**config.mk**
```make
export PLATFORM = sky130hd
export DESIGN_NAME = dpec_eval
export DESIGN_NICKNAME = d
export VERILOG_FILES = /design/src/hw/rtl/dpec_pkg.sv /design/src/hw/rtl/dpec_eval.sv
export SDC_FILE = /design/constraint.sdc
export NUM_CORES = 1
export LEC_CHECK = 0
export BUFFER_PORTS_ARGS = -buffer_cell sky130_fd_sc_hd__buf_2
export CORE_MARGIN = 3
export CORE_UTILIZATION = 52
export DETAILED_ROUTE_END_ITERATION = 7
export GPL_TIMING_DRIVEN = 0
export PLACE_DENSITY = 0.82
export SYNTH_ARGS = -nofsm -noshare
export SYNTH_HDL_FRONTEND = slang
export SYNTH_SLANG_ARGS = --single-unit
```
**constraint.sdc**
```tcl
create_clock -name vclk -period 13.95
set_clock_uncertainty 0.1 [all_clocks]
set_input_delay 3.4875 -clock vclk [all_inputs]
set_output_delay 3.4875 -clock vclk [all_outputs]
set_load 0.005 [all_outputs]
```
**src/hw/rtl/dpec_pkg.sv**
```systemverilog
// ----------------------------------------------------------------------------
// Directory page entry checker package
// Shared types, codes and constants for the directory page entry checker.
// ----------------------------------------------------------------------------
package dpec_pkg;

    localparam int unsigned TAIL_W   = 16;
    localparam int unsigned REC_W    = 16;
    localparam int unsigned NLEN_W   = 8;
    localparam int unsigned INODE_W  = 32;
    localparam int unsigned STATUS_W = 4;
    localparam int unsigned OFFS_W   = 17;
    localparam int unsigned CUR_W    = 18;
    localparam int unsigned LIMIT_W  = 17;
    localparam int unsigned LOG2_W   = 5;
    localparam int unsigned CFG_W    = 32;
    localparam int unsigned CFG_IDX_W = 1;

    localparam logic [LIMIT_W-1:0] MIN_REC        = 17'd12;
    localparam logic [LOG2_W-1:0]  CHUNK_LOG2_MIN = 5'd10;
    localparam logic [LOG2_W-1:0]  CHUNK_LOG2_MAX = 5'd16;
    localparam logic [LOG2_W-1:0]  CHUNK_LOG2_RST = 5'd10;
    localparam logic [INODE_W-1:0] MAX_INODE_RST  = 32'hFFFF_FFFF;

    localparam logic OP_START = 1'b0;
    localparam logic OP_ENTRY = 1'b1;

    localparam logic [CFG_IDX_W-1:0] CFG_CHUNK_LOG2 = 1'b0;
    localparam logic [CFG_IDX_W-1:0] CFG_MAX_INODE  = 1'b1;

    typedef enum logic [STATUS_W-1:0] {
        ST_NEED_ENTRY   = 4'd0,
        ST_PAGE_OK      = 4'd1,
        ST_BAD_SIZE     = 4'd2,
        ST_SHORT        = 4'd3,
        ST_UNALIGNED    = 4'd4,
        ST_NAMELEN      = 4'd5,
        ST_SPAN         = 4'd6,
        ST_INODE        = 4'd7,
        ST_END_MISMATCH = 4'd8,
        ST_UNEXPECTED   = 4'd9
    } t_status;

    typedef struct packed {
        logic                 op;
        logic                 is_last_page;
        logic [TAIL_W-1:0]    tail_bytes;
        logic [REC_W-1:0]     rec_len_raw;
        logic [NLEN_W-1:0]    name_bytes;
        logic [INODE_W-1:0]   inode_number;
    } t_item;

    typedef struct packed {
        logic                 walking;
        logic [CUR_W-1:0]     cur_offset;
        logic [LIMIT_W-1:0]   page_limit;
    } t_walk_state;

    typedef struct packed {
        t_status              status;
        logic [OFFS_W-1:0]    entry_offset;
        logic                 done_res;
    } t_result;

endpackage

```
**src/hw/rtl/dpec_eval.sv**
```systemverilog
// ----------------------------------------------------------------------------
// Directory page entry evaluator
// Combinational check of one request against the current walk state, giving
// the result and the next walk state.
// ----------------------------------------------------------------------------
module dpec_eval #(
    parameter int unsigned PAGE_BYTES = 4096
) (
    input  dpec_pkg::t_item                       i_item,
    input  dpec_pkg::t_walk_state                 i_state,
    input  logic [dpec_pkg::LOG2_W-1:0]           i_chunk_log2,
    input  logic [dpec_pkg::INODE_W-1:0]          i_max_inode,
    output dpec_pkg::t_result                     o_result,
    output dpec_pkg::t_walk_state                 o_state
);

    localparam logic [dpec_pkg::LIMIT_W-1:0] PAGE_LIMIT =
        dpec_pkg::LIMIT_W'(PAGE_BYTES);
    localparam logic [dpec_pkg::LIMIT_W-1:0] PAGE_OFFS_MASK =
        dpec_pkg::LIMIT_W'(PAGE_BYTES - 1);

    logic [dpec_pkg::LOG2_W-1:0]  lg;
    logic [16:0]                  chunk_mask;
    logic [16:0]                  limit_last;
    logic [16:0]                  rec;
    logic [8:0]                   need;
    logic [18:0]                  span_end;
    logic                         span_bad;
    logic [18:0]                  sum;
    logic [17:0]                  next_off;
    logic                         cont;

    always_comb begin
        if (i_chunk_log2 < dpec_pkg::CHUNK_LOG2_MIN) begin
            lg = dpec_pkg::CHUNK_LOG2_MIN;
        end else if (i_chunk_log2 > dpec_pkg::CHUNK_LOG2_MAX) begin
            lg = dpec_pkg::CHUNK_LOG2_MAX;
        end else begin
            lg = i_chunk_log2;
        end
        chunk_mask = (17'd1 << lg) - 17'd1;

        limit_last = {1'b0, i_item.tail_bytes} & PAGE_OFFS_MASK;

        rec  = (i_item.rec_len_raw == 16'hFFFF) ? 17'h10000 : {1'b0, i_item.rec_len_raw};
        need = ({1'b0, i_item.name_bytes} + 9'd11) & 9'h1FC;

        span_end = {1'b0, i_state.cur_offset} + {2'b00, rec} - 19'd1;
        span_bad = ((span_end ^ {1'b0, i_state.cur_offset}) & ~{2'b00, chunk_mask}) != 19'd0;

        sum      = {1'b0, i_state.cur_offset} + {2'b00, rec};
        next_off = sum[17:0];
        cont     = (i_state.page_limit < dpec_pkg::MIN_REC) ||
                   (({1'b0, next_off} + 19'd12) <= {2'b00, i_state.page_limit});

        o_state               = i_state;
        o_result.status       = dpec_pkg::ST_NEED_ENTRY;
        o_result.entry_offset = '0;
        o_result.done_res     = 1'b0;

        if (i_item.op == dpec_pkg::OP_START) begin
            o_state.walking    = 1'b0;
            o_state.cur_offset = '0;
            o_result.done_res  = 1'b1;
            if (i_item.is_last_page && ((limit_last & chunk_mask) != 17'd0)) begin
                o_state.page_limit = limit_last;
                o_result.status    = dpec_pkg::ST_BAD_SIZE;
            end else if (i_item.is_last_page && (limit_last == 17'd0)) begin
                o_state.page_limit = '0;
                o_result.status    = dpec_pkg::ST_PAGE_OK;
            end else begin
                o_state.page_limit = i_item.is_last_page ? limit_last : PAGE_LIMIT;
                if (o_state.page_limit < dpec_pkg::MIN_REC) begin
                    o_result.status = dpec_pkg::ST_END_MISMATCH;
                end else begin
                    o_state.walking   = 1'b1;
                    o_result.done_res = 1'b0;
                end
            end
        end else if (!i_state.walking) begin
            o_result.status       = dpec_pkg::ST_UNEXPECTED;
            o_result.entry_offset = i_state.cur_offset[16:0];
            o_result.done_res     = 1'b1;
        end else begin
            o_result.entry_offset = i_state.cur_offset[16:0];
            o_result.done_res     = 1'b1;
            if (rec < dpec_pkg::MIN_REC) begin
                o_result.status = dpec_pkg::ST_SHORT;
            end else if (rec[1:0] != 2'b00) begin
                o_result.status = dpec_pkg::ST_UNALIGNED;
            end else if (rec < {8'd0, need}) begin
                o_result.status = dpec_pkg::ST_NAMELEN;
            end else if (span_bad) begin
                o_result.status = dpec_pkg::ST_SPAN;
            end else if (i_item.inode_number > i_max_inode) begin
                o_result.status = dpec_pkg::ST_INODE;
            end else begin
                o_result.done_res = 1'b0;
            end

            if (o_result.done_res) begin
                o_state.walking = 1'b0;
            end else begin
                o_state.cur_offset    = next_off;
                o_result.entry_offset = next_off[16:0];
                if (!cont) begin
                    o_state.walking   = 1'b0;
                    o_result.done_res = 1'b1;
                    if (next_off != {1'b0, i_state.page_limit}) begin
                        o_result.status = dpec_pkg::ST_END_MISMATCH;
                    end else begin
                        o_result.status = dpec_pkg::ST_PAGE_OK;
                    end
                end
            end
        end
    end

endmodule

```
==> Word-level counts from Yosys, hierarchy flattened <==
Index checks and enable logic that the tools add are counted.
{ "classes": {"reduce_logical": 7, "magnitude_cmp": 8, "multipliers": 0, "div_mod_pow": 0, "mux": 41, "n_shift": 1, "n_bitwise": 4, "eq_ne": 2, "addsub": 5} }
{ "op_table": {"columns": ["op", "count"], "rows": [
  ["$mux 17", 3],
  ["$mux 22", 2],
  ["$mux 13", 3],
  ["$mux 19", 2],
  ["$lt 17x4->1 const B", 2],
  ["$gt 32x32->1", 1],
  ["$mux 4", 6],
  ["$add 18x17->19", 1],
  ["$add 18x4->19 const B", 1],
  ["$and 19x19->19", 1],
  ["$le 19x17->1", 1],
  ["$not 17->19", 1],
  ["$reduce_bool 19->1", 1],
  ["$sub 19x1->19 const B", 1],
  ["$xor 19x18->19", 1],
  ["$mux 18", 1],
  ["$ne 18x17->1", 1],
  ["$and 12x17->17", 1],
  ["$logic_not 17->1", 1],
  ["$lt 17x9->1", 1],
  ["$mux 1", 17],
  ["$reduce_bool 17->1", 1],
  ["$shl 1x5->17 const A", 1],
  ["$sub 17x1->17 const B", 1],
  ["other kinds (10)", 16]
]} }
{ "word_totals": {"input_bits": 147, "mem_bits_ro": 0, "latch_bits": 0, "regBits": 0, "memories": 0, "mem_bits_rw": 0} }

==> Depth between registers and ports, before layout <==
Gate-level depths: netlist of the first run.
{ "depth": {"depth_word": 17, "mapped_depth": 33, "depth_no_buf": 29} }

==> Worst setup path before layout of the first run <==
No wires, ideal clock.
{ "synth_path": {"path_type": "in2out", "from": "input port i_item[42] in the netlist's numbering", "to": "output port o_result[18] in the netlist's numbering", "cell_stages": 29, "setup_slack_ns": 0.946, "n_path_buf": 5, "arrival_time_ns": 9.417, "cell_sequence": "buf_2 nand4_1 or4_1 buf_2 clkbuf_1 clkbuf_1 and2_1 ha_1 clkbuf_1 nor2b_1 o211ai_2 nor4_4 o221ai_1 nor3_1 and2_1 nand2_1 or3_1 xnor2_1 ha_1 o21ai_0 nand2b_1 a221oi_1 a31o_2 nand3_1 o211ai_1 o31ai_1 and4bb_2 a21oi_1 nor3_1"} }
{ "synth_rtl": {"columns": ["item", "line_no", "rtl"], "rows": [
  ["start, declared", "dpec_eval.sv:9", "input dpec_pkg::t_item i_item,"],
  ["end, declared", "dpec_eval.sv:13", "output dpec_pkg::t_result o_result,"]
]} }

==> metrics.txt, run 1 <==
dpl ws=-0.4151 ns; Seq/Total Area, Yosys=0; Slew Limit Fails=0; synth cell count leaders=70 x ha_1, 68 x inv_1, 56 x o21ai_0; crit path max fanout=10; CP max stage cell=or4_1; internal power=0.1332 mW; global-route congestion overflow total=0; routed vias=6679; Core Footprint=9459 µm²; Fillers=906; multi-input gate area in the final layout=4796 µm²; post-layout min period=13.62 ns; gpl congestion=0.9726; Relative slew margins=0.2113; nets@finish=1189; launch point of the worst path=i_item[46]; hold depth=4; sequential share of power=0; final worst slack=0.3346 ns; Crit path required time=10.36 ns; Cell Area, Synth=5199 µm²; Yosys top cell area share=0.1685; num rows=35; share of layout cells above drive strength 1=0.2876; Clock Power Share=0; CP endpoint kind=output pin; Unique masters post-synth=86; vias in the first global route=6098; hold buffer count at cts=0; Worst Tran Pin Value=1.180 ns; maximum clock frequency=0.07345 GHz; Power Density=46.60 nW/µm²; status=completed; die area=11230 µm²; Leakage=3.220 nW; Comb pwr share=1.000; most common cell in the netlist=ha_1; Ports=205; die span in y=106.0 µm; delay of the slowest cell on the worst path=0.51 ns; Non-Filler Instances=1099; register area=0 µm²; switching share of power=0.5637; WL/cell=16.77 µm; DR iter-0 viols=505; Residual DRC=0; placed insts=1089; port bufs=195; initial antenna violation count=0; first-pass GRT wire length=28.95 mm; synth warn=0; drt pass-1 iters=6; period utilisation layout=0.9760; Max-Cap Viols=0; Setup violations, final=0; total global-route track usage=0.3063; wirelength, routed=18.43 mm; ranking of synthesized cells by area=ha_1 17%, xnor2_1 7.6%, o21ai_0 5.4%; ANT nets after route=0; Area growth syn-to-layout=25.99%; Worst Hold Class=in -> out; maximum vdd drop=19.39 µV; synthesized instance count=764; clkbuf count=0; WP data arrival=10.03 ns; critical path's most frequent cell=buf_2; final count of hold timing violations=0; largest net degree at the start of global routing=11; crit path capture=o_result[18]; Setup crit start kind=input port; Die W=106.0 µm; largest area contributor in the netlist=ha_1; starting density of the core=0.5496; seq_cells=0; Psw=0.1721 mW; via density per instance=6.077; diode count=0; Avg Synthesized Cell Area=6.805 µm²; kind of critical path=in -> out; final hold slack=7.167 ns; dpl hpwl=15.66 mm
-- logic make-up (layout without fill, tap and decap cells) --
logic type               count (synthesis)  after routing  share of synthesized area
AO/OA/AOI/OAI                          236            236                     0.3153
buffers and inverters                  119            324                     0.1011
other                                    1              2                  0.0007213
multiplexers                             5              5                   0.009627
AND/OR/NAND/NOR                        268            268                     0.2854
XOR/XNOR                                64             64                     0.1174
adder cells (fa/ha/maj)                 71             71                     0.1704
-- power groups by stage --
stage / sequential (mW) / combinational [mW] / clock, mW
after floorplan: 0 / 0.199 / 0
after global placement: 0 / 0.279 / 0
after detailed placement: 0 / 0.285 / 0
after CTS: 0 / 0.289 / 0
after global routing: 0 / 0.336 / 0
final: 0 / 0.305 / 0
-- repair_timing --
item,4_1_cts,5_1_grt
pin swaps,5,7
buffers inserted,6,7
resized for setup,5,21
hold endpoints to repair,0,0
setup endpoints to repair,4,14
-- metal layers --
metal / GRT usage / vias to the layer above / wire, µm
met1: 0.4124 / 3009 / 7705
met4: 0.07956 / 0 / 560
met5: 0 / - / 0
li1: - / 3230 / -
met3: 0.01943 / 61 / 1583
met2: 0.5301 / 379 / 8583
-- worst min-delay path by stage --
stage / from / to / slack [ns]
floorplan: i_state[13] / o_state[13] / 6.97
global placement: i_item[65] / o_state[9] / 7.17
detailed placement: i_item[65] / o_state[9] / 7.17
CTS: i_item[65] / o_state[9] / 7.17
global route: i_item[65] / o_state[9] / 7.19
finish: i_item[65] / o_state[9] / 7.17
-- stage by stage --
| stage | util | TNS (ns) | power [mW] | instance area (µm²) |
|---|---|---|---|---|
| 2_1_floorplan | - | 0 | 0.1986 | 5202 |
| 3_3_place_gp | 0.6702 | -0.5934 | 0.2790 | 6340 |
| 3_5_place_dp | 0.6702 | -0.6628 | 0.2846 | 6340 |
| 4_1_cts | 0.6775 | 0 | 0.2890 | 6409 |
| 5_1_grt | 0.6925 | -0.04461 | 0.3364 | 6550 |
| 6_report | 0.6925 | 0 | 0.3052 | 6550 |
-- cell usage in the layout, fill, tap and decap left out, types with 4 or more instances in the layout --
cell      count
a211oi_1     10
o211ai_1      6
a21o_1       23
mux2i_1       5
or3_1         4
or4_1        10
o21bai_1      4
nand4_1      24
inv_1        68
a31oi_1       5
nor2_1       46
buf_4        30
and2_1       20
or2_2         5
buf_2       199
nand3_1      27
and3_1        9
nand2b_1      9
nor3_1       15
xor2_1       14
o41ai_1       6
nor2b_1      10
o21a_1       11
a21oi_1      50
o21ai_0      56
nor4_1        9
o31ai_1       7
ha_1         69
clkbuf_1     19
xnor2_1      41
nand2_1      53
-- area by class of cell --
type / instances / area share
timing repair buffer: 208 / 0.1643
multi-input combinational: 646 / 0.7322
inverter: 70 / 0.04031
tap: 129 / 0.02464
buffer: 46 / 0.03859
-- critical path, delay by kind of cell --
kind / cells / cell delay [ns]
AOI/OAI and AO/OA: 11 / 1.92
xor gates and xnor gates: 2 / 0.53
and+or+nand+nor: 10 / 2.30
adders and majority gates: 2 / 0.70
buffers and inverters: 6 / 1.09
No activity file was read; power rests on OpenSTA's default activity.
==> run 2: changes to the inputs <==
- CORE_UTILIZATION: 52 -> 56
- PLACE_DENSITY: 0.82 -> default
- PLACE_DENSITY_LB_ADDON: default -> 0.25
- clock period: 13.95 -> 16.8 ns (I/O delays scaled with it)
==> run 2 against run 1 <==
  * Flip-flop and latch count stayed put
  * Non-clock buffer count is 9 lower
  * First-iteration DRC count is 3.4% lower
  * Cell count fell by 2.7%
  * Critical path depth down 1
  * Count of clock-buffer cells in the layout unchanged
  * Critical endpoint unchanged
  * Sequential share of layout area stayed put
==> metrics.txt, run 2 (synthesized netlist as in run 1, its figures left out) <==
status=completed; Slew Limit Fails=0; Non-Filler Instances=1069; Crit path required time=12.50 ns; Clock Power Share=0; CP max stage cell=nor4_4; Fin Setup TNS=0 ns; nets@finish=1180; launch point of the worst path=i_item[55]; Levels on crit path=30; die span in y=102.4 µm; Buf/Inv on CP=6; port bufs=195; final count of hold timing violations=0; Comb pwr share=1.000; Area growth syn-to-layout=21.66%; period utilisation layout=0.9572; Setup crit start kind=input port; die area=10480 µm²; Leakage=3.123 nW; DR iter-0 viols=488; post-CTS sizing=0; WP data arrival=11.78 ns; dpl hpwl=15.17 mm; first-pass GRT wire length=27.07 mm; kind of critical path=in -> out; Psw=0.1365 mW; clkbuf count=0; Core Footprint=8848 µm²; starting density of the core=0.5875; routed vias=6520; gpl congestion=0.9690; Die W=102.4 µm; register area=0 µm²; largest net degree at the start of global routing=11; dpl ws=0.9479 ns; switching share of power=0.5680; Final Instance Area=6325 µm²; Power Density=38.01 nW/µm²; share of layout cells above drive strength 1=0.2570; RSZ-0062 raised after global routing=no; Relative slew margins=0.3551; maximum vdd drop=15.06 µV; post-layout min period=16.08 ns; num rows=34; diode count=0; most frequent cells in the layout=200 x buf_2, 70 x ha_1, 68 x inv_1; drt pass-1 iters=5; Ports=205; total global-route track usage=0.3145; maximum clock frequency=0.06219 GHz; placed insts=1069; via density per instance=6.099; CP top delay family=simple AND/OR/NAND/NOR gates; Max-Cap Viols=0; CP endpoint kind=output pin; most common cell after layout, fill and taps aside=buf_2; final worst slack=0.7194 ns; internal power=0.1038 mW; crit path capture=o_result[18]; WL/cell=16.51 µm; sequential share of power=0; final core occ=0.7148; wirelength, routed=17.65 mm; ANT nets after route=0; initial antenna violation count=0; post-CTS setup buffers=0; Setup violations, final=0; hold buffer count at cts=0; global-route congestion overflow total=0; crit path max fanout=10; final hold slack=8.592 ns; delay of the slowest cell on the worst path=0.63 ns; Placed Area=6325 µm²; Worst Tran Pin Value=0.9605 ns; vias in the first global route=5778; Residual DRC=0; Worst Hold Class=in -> out; seq_cells=0; total power=0.2404 mW
==> run 2: cell types whose count changed in the layout (fill, tap and decap cells not counted), sizes merged <==
cell	previous run	this run
buf	232	220
clkbuf	22	24
clkdlybuf4s18	0	1
==> run 2: final cells by class <==
cell class | instances | area, µm²
Buffer | 49 | 261.5
Fill cell | 845 | 2524
Inverter | 70 | 264.0
Multi-Input combinational cell | 646 | 4678
Tap cell | 108 | 135.1
Timing Repair Buffer | 196 | 985.9
==> run 2: power groups by stage <==
stage	registers [mW]	logic, mW	clock network (mW)
after floorplan	0	0.165	0
after global placement	0	0.231	0
after detailed placement	0	0.235	0
after CTS	0	0.236	0
after global routing	0	0.265	0
final	0	0.240	0
==> run 2: worst min-delay path by stage <==
| stage | from | endpoint | slack, ns | cells past startpoint |
|---|---|---|---|---|
| after floorplan | i_state[13] | o_state[13] | 8.39 | 2 |
| after global placement | i_item[65] | o_state[9] | 8.59 | 4 |
| after detailed placement | i_item[65] | o_state[9] | 8.59 | 4 |
| after CTS | i_item[65] | o_state[9] | 8.59 | 4 |
| after global routing | i_item[65] | o_state[9] | 8.63 | 4 |
| final | i_item[65] | o_state[9] | 8.59 | 4 |
==> run 2: worst min-delay path: stages <==
cell and delay [ns]:
buf_2 0.09, nand2_1 0.04, o21ai_0 0.06, buf_2 0.11
==> run 2: layer usage <==
layer  GRT usage  up-vias  part of all wire
met5           0        -                 0
met4     0.06963        0             0.025
met3     0.03208       42              0.10
met2      0.5462      349              0.46
met1      0.4193     2931              0.41
li1            -     3198                 -
